`config.mk`:
```
export PLATFORM = sky130hd
export DESIGN_NAME = postfix_expression_evaluator_top
export DESIGN_NICKNAME = d
export VERILOG_FILES = /design/src/design/rpn_pkg.sv /design/src/design/rpn_cell.sv /design/src/design/rpn_div.sv /design/src/design/postfix_expression_evaluator_top.sv
export SDC_FILE = /design/constraint.sdc
export NUM_CORES = 2
export LEC_CHECK = 0
export BUFFER_PORTS_ARGS = -buffer_cell sky130_fd_sc_hd__clkbuf_2
export CAP_MARGIN = 5
export CORE_ASPECT_RATIO = 0.75
export CORE_MARGIN = 2
export CORE_UTILIZATION = 41
export DETAILED_ROUTE_END_ITERATION = 8
export PLACE_DENSITY = 0.64
export SYNTH_ARGS = -nofsm -noshare
export SYNTH_HDL_FRONTEND = slang
export SYNTH_SLANG_ARGS = --single-unit
```
`constraint.sdc`:
```
create_clock -name clk -period 34.6 [get_ports clk]
set_input_delay 1.73 -clock clk [delete_from_list [all_inputs] [get_ports clk]]
set_output_delay 1.73 -clock clk [all_outputs]
set_load 0.05 [all_outputs]
```
`src/design/rpn_pkg.sv`:
```
// Shared types and constants for the postfix expression evaluator.
// No dependencies; imported by every module of the block.
`default_nettype none

package rpn_pkg;

	localparam int DATA_W = 32;

	// Character codes
	localparam logic [7:0] CH_ZERO  = 8'h30;
	localparam logic [7:0] CH_NINE  = 8'h39;
	localparam logic [7:0] CH_PLUS  = 8'h2B;
	localparam logic [7:0] CH_MINUS = 8'h2D;
	localparam logic [7:0] CH_STAR  = 8'h2A;
	localparam logic [7:0] CH_SLASH = 8'h2F;

	// Result status codes
	typedef enum logic [2:0] {
		STAT_OK    = 3'd0,
		STAT_DIV0  = 3'd1,
		STAT_UNDER = 3'd2,
		STAT_OVER  = 3'd3,
		STAT_EMPTY = 3'd4
	} status_t;

	// Per-cell load select
	typedef enum logic [1:0] {
		CELL_HOLD    = 2'd0,
		CELL_FROM_UP = 2'd1,
		CELL_FROM_DN = 2'd2
	} cell_cmd_t;

	// Whole-stack operation
	typedef enum logic [1:0] {
		STK_HOLD    = 2'd0,
		STK_PUSH    = 2'd1,
		STK_SET     = 2'd2,
		STK_POP_SET = 2'd3
	} stk_op_t;

endpackage

`default_nettype wire

```
`src/design/rpn_cell.sv`:
```
// One stack cell: a single entry of the shift-register stack.
// Depends on rpn_pkg for the cell command type.
`default_nettype none

module rpn_cell
	import rpn_pkg::*;
(
	input  wire logic              clk,
	input  wire cell_cmd_t         cmd,
	input  wire logic [DATA_W-1:0] up_val,
	input  wire logic [DATA_W-1:0] dn_val,
	output logic      [DATA_W-1:0] val
);

	logic [DATA_W-1:0] data_q;

	// take the neighbour nearer the top on a push, the deeper one on a pop
	always_ff @(posedge clk) begin
		unique case (cmd)
			CELL_FROM_UP: data_q <= up_val;
			CELL_FROM_DN: data_q <= dn_val;
			default:      data_q <= data_q;
		endcase
	end

	assign val = data_q;

endmodule

`default_nettype wire

```
`src/design/rpn_div.sv`:
```
// Iterative signed divider, one quotient bit per cycle, truncating toward zero.
// Depends on rpn_pkg for the data width.
`default_nettype none

module rpn_div
	import rpn_pkg::*;
(
	input  wire logic              clk,
	input  wire logic              arst_n,
	input  wire logic              start,
	input  wire logic [DATA_W-1:0] dividend,
	input  wire logic [DATA_W-1:0] divisor,
	output logic                   done,
	output logic      [DATA_W-1:0] quotient
);

	localparam int CNT_W = $clog2(DATA_W);

	logic              busy_q;
	logic              fin_q;
	logic              done_q;
	logic [CNT_W-1:0]  cnt_q;
	logic              neg_q;
	logic [DATA_W-1:0] dvs_q;
	logic [DATA_W-1:0] rem_q;
	logic [DATA_W-1:0] quo_q;
	logic [DATA_W-1:0] quotient_q;
	logic [DATA_W:0]   trial;
	logic [DATA_W-1:0] a_mag;
	logic [DATA_W-1:0] b_mag;

	assign a_mag = dividend[DATA_W-1] ? (~dividend + 1'b1) : dividend;
	assign b_mag = divisor[DATA_W-1]  ? (~divisor + 1'b1)  : divisor;
	assign trial = {rem_q, quo_q[DATA_W-1]} - {1'b0, dvs_q};

	always_ff @(posedge clk or negedge arst_n) begin
		if (!arst_n) begin
			busy_q <= 1'b0;
			fin_q  <= 1'b0;
			done_q <= 1'b0;
			cnt_q  <= '0;
		end else begin
			done_q <= fin_q;
			fin_q  <= busy_q && (cnt_q == CNT_W'(DATA_W - 1));
			if (start) begin
				busy_q <= 1'b1;
				cnt_q  <= '0;
			end else if (busy_q) begin
				cnt_q <= cnt_q + 1'b1;
				if (cnt_q == CNT_W'(DATA_W - 1)) begin
					busy_q <= 1'b0;
				end
			end
		end
	end

	always_ff @(posedge clk) begin
		if (start) begin
			neg_q <= dividend[DATA_W-1] ^ divisor[DATA_W-1];
			dvs_q <= b_mag;
			rem_q <= '0;
			quo_q <= a_mag;
		end else if (busy_q) begin
			if (!trial[DATA_W]) begin
				rem_q <= trial[DATA_W-1:0];
				quo_q <= {quo_q[DATA_W-2:0], 1'b1};
			end else begin
				rem_q <= {rem_q[DATA_W-2:0], quo_q[DATA_W-1]};
				quo_q <= {quo_q[DATA_W-2:0], 1'b0};
			end
		end
		// apply the sign as a separate registered step after the last quotient bit
		if (fin_q) begin
			quotient_q <= neg_q ? (~quo_q + 1'b1) : quo_q;
		end
	end

	assign done     = done_q;
	assign quotient = quotient_q;

endmodule

`default_nettype wire

```
`src/design/postfix_expression_evaluator_top.sv`:
```
// Postfix expression evaluator: top level with the stack cell row and control.
// Depends on rpn_pkg, rpn_cell and rpn_div.
//
// Usage:
//   Input requests arrive on the s_ channel, one ASCII character each in
//   s_tdata[7:0]; s_tlast marks the final character of an expression.
//   Digits build a number, any other character ends and pushes it, and
//   + - * / pop two values and push the result (32-bit wrapping signed).
//   On the last character one result request leaves on the m_ channel:
//   m_tdata[31:0] is the top of stack, m_tdata[34:32] the status
//   (ok, divide by zero, underflow, overflow, empty stack).
//   Characters are taken back to back unless a result is stalled; '/'
//   holds the input while the iterative divider produces one quotient bit
//   per cycle and then applies the sign, and so sets the worst-case rate.
//   Latency: the result is registered and appears in the cycle after the
//   last character is taken (after the divider if that character is '/').
//   The stack is a row of cells that shift toward or away from the top.
//   Reset clears the count, the number being built and the error; the
//   cells themselves are not cleared. After every result the same state
//   returns to its reset values. When the receiver stalls, the result is
//   held and no character is taken until that result has left.
`default_nettype none

module postfix_expression_evaluator_top
	import rpn_pkg::*;
#(
	parameter int STACK_DEPTH = 16
) (
	input  wire logic        clk,
	input  wire logic        arst_n,
	input  wire logic        s_tvalid,
	output logic             s_tready,
	input  wire logic [7:0]  s_tdata,   // [7:0] char_code
	input  wire logic        s_tlast,   // is_last
	output logic             m_tvalid,
	input  wire logic        m_tready,
	output logic      [39:0] m_tdata    // [31:0] result_value, [34:32] status, rest zero
);

	localparam int CW = $clog2(STACK_DEPTH + 1);

	typedef enum logic [1:0] {
		S_IDLE = 2'b01,
		S_DIV  = 2'b10
	} fsm_t;

	fsm_t              state_q, state_d;
	logic [CW-1:0]     count_q, count_d, count_n;
	logic [DATA_W-1:0] acc_q, acc_d, acc_digit;
	logic              pend_q, pend_d;
	status_t           err_q, err_d, err_n;
	logic              div_pop_q, div_pop_d;
	logic              div_last_q, div_last_d;

	logic              m_tvalid_q;
	logic [DATA_W-1:0] res_value_q;
	status_t           res_status_q;

	logic              accept;
	logic              is_digit;
	logic              is_op;
	logic [7:0]        ch;
	logic [DATA_W-1:0] opa, opb, alu_r, prod;
	logic              have2;
	logic              div_start, div_done;
	logic [DATA_W-1:0] div_q;
	logic [DATA_W-1:0] top_n;
	logic              fin;
	logic              res_load;
	logic [DATA_W-1:0] res_value;
	status_t           res_status;
	stk_op_t           stk_op;
	logic [DATA_W-1:0] stk_din;
	logic [DATA_W-1:0] cell_val [STACK_DEPTH];
	cell_cmd_t         cell_cmd [STACK_DEPTH];

	assign ch       = s_tdata;
	assign accept   = s_tvalid && s_tready;
	assign s_tready = (state_q == S_IDLE) && (!m_tvalid_q || m_tready);
	assign is_digit = (ch >= CH_ZERO) && (ch <= CH_NINE);
	assign is_op    = (ch == CH_PLUS) || (ch == CH_MINUS) || (ch == CH_STAR) || (ch == CH_SLASH);

	// accumulator times ten plus the new digit, as shifts and adds
	assign acc_digit = (acc_q << 3) + (acc_q << 1) + DATA_W'(ch - CH_ZERO);

	// With a pending number, it is the right operand and the top cell the left one.
	assign opb   = pend_q ? acc_q : cell_val[0];
	assign opa   = pend_q ? cell_val[0] : cell_val[1];
	assign have2 = pend_q ? (count_q != '0) : (count_q >= CW'(2));
	assign prod  = opa * opb;

	always_comb begin
		priority if (ch == CH_PLUS) begin
			alu_r = opa + opb;
		end else if (ch == CH_MINUS) begin
			alu_r = opa - opb;
		end else begin
			alu_r = prod;
		end
	end

	rpn_div u_div (
		.clk      (clk),
		.arst_n   (arst_n),
		.start    (div_start),
		.dividend (opa),
		.divisor  (opb),
		.done     (div_done),
		.quotient (div_q)
	);

	// Control: decide the stack operation, next state and any result.
	always_comb begin
		state_d    = state_q;
		count_n    = count_q;
		acc_d      = acc_q;
		pend_d     = pend_q;
		err_n      = err_q;
		div_pop_d  = div_pop_q;
		div_last_d = div_last_q;
		stk_op     = STK_HOLD;
		stk_din    = alu_r;
		div_start  = 1'b0;
		top_n      = cell_val[0];
		fin        = 1'b0;

		unique case (state_q)
			S_DIV: begin
				if (div_done) begin
					stk_din = div_q;
					top_n   = div_q;
					state_d = S_IDLE;
					if (div_pop_q) begin
						stk_op  = STK_POP_SET;
						count_n = count_q - 1'b1;
					end else begin
						stk_op = STK_SET;
					end
					fin = div_last_q;
				end
			end
			S_IDLE: begin
				if (accept) begin
					fin = s_tlast;
					if (err_q != STAT_OK) begin
						// sticky error: drop the character
					end else if (is_digit) begin
						if (s_tlast) begin
							if (count_q == CW'(STACK_DEPTH)) begin
								err_n = STAT_OVER;
							end else begin
								stk_op  = STK_PUSH;
								stk_din = acc_digit;
								count_n = count_q + 1'b1;
								top_n   = acc_digit;
							end
						end else begin
							acc_d  = acc_digit;
							pend_d = 1'b1;
						end
					end else begin
						acc_d  = '0;
						pend_d = 1'b0;
						if (pend_q && (count_q == CW'(STACK_DEPTH))) begin
							err_n = STAT_OVER;
						end else if (is_op) begin
							if (!have2) begin
								err_n = STAT_UNDER;
							end else if ((ch == CH_SLASH) && (opb == '0)) begin
								err_n = STAT_DIV0;
							end else if (ch == CH_SLASH) begin
								// hold the input until the quotient is back
								div_start  = 1'b1;
								div_pop_d  = !pend_q;
								div_last_d = s_tlast;
								state_d    = S_DIV;
								fin        = 1'b0;
							end else begin
								top_n = alu_r;
								if (pend_q) begin
									stk_op = STK_SET;
								end else begin
									stk_op  = STK_POP_SET;
									count_n = count_q - 1'b1;
								end
							end
						end else if (pend_q) begin
							stk_op  = STK_PUSH;
							stk_din = acc_q;
							count_n = count_q + 1'b1;
							top_n   = acc_q;
						end
					end
				end
			end
			default: begin
				state_d = S_IDLE;
			end
		endcase

		// form the result and, when one is produced, return to the reset state
		res_load   = fin;
		res_value  = '0;
		res_status = STAT_OK;
		if (err_n != STAT_OK) begin
			res_status = err_n;
		end else if (count_n == '0) begin
			res_status = STAT_EMPTY;
		end else begin
			res_value = top_n;
		end
		if (fin) begin
			count_d = '0;
			acc_d   = '0;
			pend_d  = 1'b0;
			err_d   = STAT_OK;
		end else begin
			count_d = count_n;
			err_d   = err_n;
		end
	end

	// Stack cell row: cell 0 is the top of stack.
	for (genvar i = 0; i < STACK_DEPTH; i++) begin : g_cell
		logic [DATA_W-1:0] up_val;
		logic [DATA_W-1:0] dn_val;

		if (i == 0) begin : g_top
			assign up_val = stk_din;
			always_comb begin
				unique case (stk_op)
					STK_PUSH, STK_SET, STK_POP_SET: cell_cmd[i] = CELL_FROM_UP;
					default:                        cell_cmd[i] = CELL_HOLD;
				endcase
			end
		end else begin : g_rest
			assign up_val = cell_val[i-1];
			always_comb begin
				unique case (stk_op)
					STK_PUSH:    cell_cmd[i] = CELL_FROM_UP;
					STK_POP_SET: cell_cmd[i] = CELL_FROM_DN;
					default:     cell_cmd[i] = CELL_HOLD;
				endcase
			end
		end

		if (i == STACK_DEPTH - 1) begin : g_bottom
			assign dn_val = '0;
		end else begin : g_inner
			assign dn_val = cell_val[i+1];
		end

		rpn_cell u_cell (
			.clk    (clk),
			.cmd    (cell_cmd[i]),
			.up_val (up_val),
			.dn_val (dn_val),
			.val    (cell_val[i])
		);
	end

	always_ff @(posedge clk or negedge arst_n) begin
		if (!arst_n) begin
			state_q    <= S_IDLE;
			count_q    <= '0;
			acc_q      <= '0;
			pend_q     <= 1'b0;
			err_q      <= STAT_OK;
			div_pop_q  <= 1'b0;
			div_last_q <= 1'b0;
			m_tvalid_q <= 1'b0;
		end else begin
			state_q    <= state_d;
			count_q    <= count_d;
			acc_q      <= acc_d;
			pend_q     <= pend_d;
			err_q      <= err_d;
			div_pop_q  <= div_pop_d;
			div_last_q <= div_last_d;
			if (res_load) begin
				m_tvalid_q <= 1'b1;
			end else if (m_tready) begin
				m_tvalid_q <= 1'b0;
			end
		end
	end

	always_ff @(posedge clk) begin
		if (res_load) begin
			res_value_q  <= res_value;
			res_status_q <= res_status;
		end
	end

	assign m_tvalid = m_tvalid_q;
	assign m_tdata  = {5'b0, res_status_q, res_value_q};

	// Assertions
	a_no_accept_in_div: assert property (@(posedge clk) disable iff (!arst_n)
		(state_q == S_DIV) |-> !s_tready)
		else $error("input taken while the divider is busy");

	a_count_bound: assert property (@(posedge clk) disable iff (!arst_n)
		count_q <= CW'(STACK_DEPTH))
		else $error("stack count beyond depth");

	a_clear_after_result: assert property (@(posedge clk) disable iff (!arst_n)
		res_load |=> (count_q == '0) && !pend_q && (err_q == STAT_OK))
		else $error("state not cleared after a result");

	a_done_in_div: assert property (@(posedge clk) disable iff (!arst_n)
		div_done |-> (state_q == S_DIV))
		else $error("quotient returned outside a division");

	a_no_result_overrun: assert property (@(posedge clk) disable iff (!arst_n)
		(m_tvalid_q && !m_tready) |-> !res_load)
		else $error("result overwritten while stalled");

endmodule

`default_nettype wire
```
==> impl_results.md <==
- Outcome: complete, no violations
- F_max: 90.72 MHz
- DRT iter0 DRCs: 5734
- CTS sink count: 730
- Count of state elements after synthesis: 730
- Via count: 43338
- Clk_lat worst skew: 0.69 ns
- Setup CP Type: register to register
- # resized after CTS: 0
- Initial Utilization: 41.48%
- Synth warnings: 0
- Bufs on Longest Clock Path: 3
- Max incr delay on CP: 1.07 ns
- Gr usage total: 27.09%
- Async S/R FF share, synth: 7.397%
- WP data arrival: 11.39 ns
- Fin Setup TNS: 0 ns
- Seq/Total Area, Yosys: 37.14%
- CP Data Required Time: 34.97 ns
- Gr ovfl total: 0
- Dpl hpwl: 144000 um
- Least-Margin Pin Slew: 1.350 ns
- Max-Cap Viols: 0
- Buffer and inverter count on the worst path: 6
- Worst setup EP type: register
- DR WL/cell: 26.98 um
- Slowest CP cell: dfrtp_4
- Die Span X: 436.2 um
- Drt first pass iters: 7
- Rows: 118
- Commonest non-fill, non-tap cell in the layout: edfxtp_1
- RSZ-0062 raised after global routing: no
- Final period util: 31.86%
- Synthesized cell area: 0.05744 sq mm
- Final setup fails: 0
- Syn avg cell area: 10.73 sq um
- Fin cells: 7267
- Critical path depth: 28
- Commonest non-fill, non-tap cells in the layout: 644 x edfxtp_1, 532 x inv_1, 483 x nor2_1
- Area growth syn-to-layout: 8.983%
- Filler cells: 12979
- Num CTS Buffers: 77
- Die Ht: 328.2 um
- Number of flops mapped to enable cells by yosys: 644
- CP startpoint kind: register
- Vias in the first global route: 42331
- DRT Wirelength: 196100 um
- Most frequent CP cell: fa_1
- R2R depth: 28
- Distinct cell type count after synthesis: 97
- Period minus WS final: 11.02 ns
- Core footprint: 0.1385 sq mm
- # DRC: 0
- CTS tree: built
- H-tree levels: 3
- Area occupied by multi-input gates: 0.03300 sq mm
- Clk root buf: clkbuf_16
- Delay-heaviest family, CP: adder cells
- Ratio of cells with drive above 1 in the final layout: 15.78%
- Vias/cell: 5.964
- Endpoints failing hold: 0
- Post-CTS Setup Inserts: 0
- Layout Nets: 6047
- WHS Path Cells: 2
- Die footprint: 0.1431 sq mm
- Final ANT Viol Nets: 0
- Largest net degree at the start of global routing: 210
- Placed Instances: 7115
- Final Slew Violations: 0
- Hold_buf cts: 0
- Antenna violations before repair: 12
- HP Class: register to register
- Worst rel slew slack: 9.976%
- Worst-path clk slew: 0.07 ns
- Gpl congestion: 1.037
- Crit-path max FO: 51
- Setup Skew: 0.06350 ns
- Sequential standard cell area: 0.02134 sq mm
- Post-Synthesis Cells: 5354
- Main synth FF type: edfxtp_1
- Port Buffers: 49
- Io pins: 55
- Global-route wire length before repair: 288400 um
[cell families after synthesis]
family | synth area share (%)
AND/OR/NAND/NOR | 9.765
AO/OA/AOI/OAI | 11.88
buffers and inverters | 5.781
flip-flops | 37.14
adder cells (fa/ha/maj) | 21.00
multiplexers | 10.80
XOR/XNOR | 3.622
other | 0.006529
[worst reg2reg max path, delay by kind of cell, from the launching register on]
kind | cells | cell delay (ns)
and+or+nand+nor | 6 | 1.35
muxes | 1 | 0.33
DFF | 1 | 1.07
AOI/OAI and AO/OA | 4 | 1.32
buffers and inverters | 6 | 1.54
adders and majority gates | 10 | 4.88
xor gates and xnor gates | 1 | 0.25
[synth_stat cells, types with 12 or more instances]
cell	count	share of area, %
xor2_1	26	0.40
edfxtp_1	644	34
and2_1	22	0.24
inv_1	532	3.5
nand4_1	21	0.23
nor3_1	54	0.47
nand2_1	411	2.7
o211ai_1	30	0.39
buf_1	15	0.098
a222oi_1	12	0.21
inv_2	18	0.12
a21oi_1	266	2.3
or3_1	29	0.32
nor4_1	12	0.13
o21bai_1	18	0.24
or4_1	12	0.16
o21ai_0	209	1.8
clkinv_1	20	0.13
mux2i_1	82	1.4
dfxtp_1	32	1.1
o221ai_1	24	0.37
or2_2	16	0.17
buf_2	62	0.54
xnor2_1	209	3.2
and3_1	20	0.22
fa_1	440	15
a22oi_1	41	0.54
nand2b_1	27	0.29
ha_1	260	5.7
dfrtp_1	53	2.3
o21a_1	37	0.48
o22ai_1	46	0.50
a211oi_1	27	0.35
mux2_2	463	9.1
a21o_1	58	0.76
clkbuf_1	183	1.2
o31ai_1	36	0.47
a221oi_1	34	0.52
nor2_1	484	3.2
a221o_1	14	0.24
a22o_1	41	0.63
nand3_1	43	0.37
a31oi_1	29	0.32
nor2b_1	58	0.63
[flip-flops by register name (all words and copies together) (netlist names), 2 cells and up]
signal and cells:
u_div.rem_q 32, state_q 2, u_div.quo_q 32, u_div.cnt_q 5
res_status_q 3, u_div.quotient 32, acc_q 32, count_q 5
res_value_q 32, err_q 3, u_div.dvs_q 32, g_cell.u_cell.val 512
[through the flow]
step           utilization, %  area, sq um  hold WS, ns  worst slack [ns]
2_1_floorplan               -        57460       0.4386             6.307
6_report                45.20        62600       0.4777             23.58
5_1_grt                 45.19        62580       0.5188             23.50
4_1_cts                 45.19        62580       0.4797             23.85
3_3_place_gp            43.31        59980       0.4539             22.95
3_5_place_dp            43.33        60010       0.4663             23.93
[metal layers]
layer	part of all wire [%]	vias up	track usage, %
met5	0.023	-	0
met4	3.7	6	9.139
met3	13	413	9.476
met2	40	2488	37.32
met1	43	21683	39.27
li1	-	18748	-
[final timing paths]
path | slack, ns | endpoint | from
min | 0.48 | div_last_q | div_last_q
max in group asynchronous | 32.73 | pend_q | arst_n
max | 23.58 | g_cell[0].u_cell.val[30] | pend_q
min in group asynchronous | 1.20 | m_tvalid | arst_n
max reg2reg | 23.58 | g_cell[0].u_cell.val[30] | pend_q
min reg2reg | 0.48 | div_last_q | div_last_q
[area by class of cell]
cell class                 instances  area share, %
multi-input combinational       3784          52.72
inverter                         570          3.418
sequential                       730          34.08
tap                             1860          3.718
timing repair buffer             171          1.927
clock inverter                    49         0.8235
antenna                            9        0.03598
clock buffer                      94          3.280
Power is not shown: default switching activity piles up to over one toggle a cycle in this logic, so the estimate is an artifact.
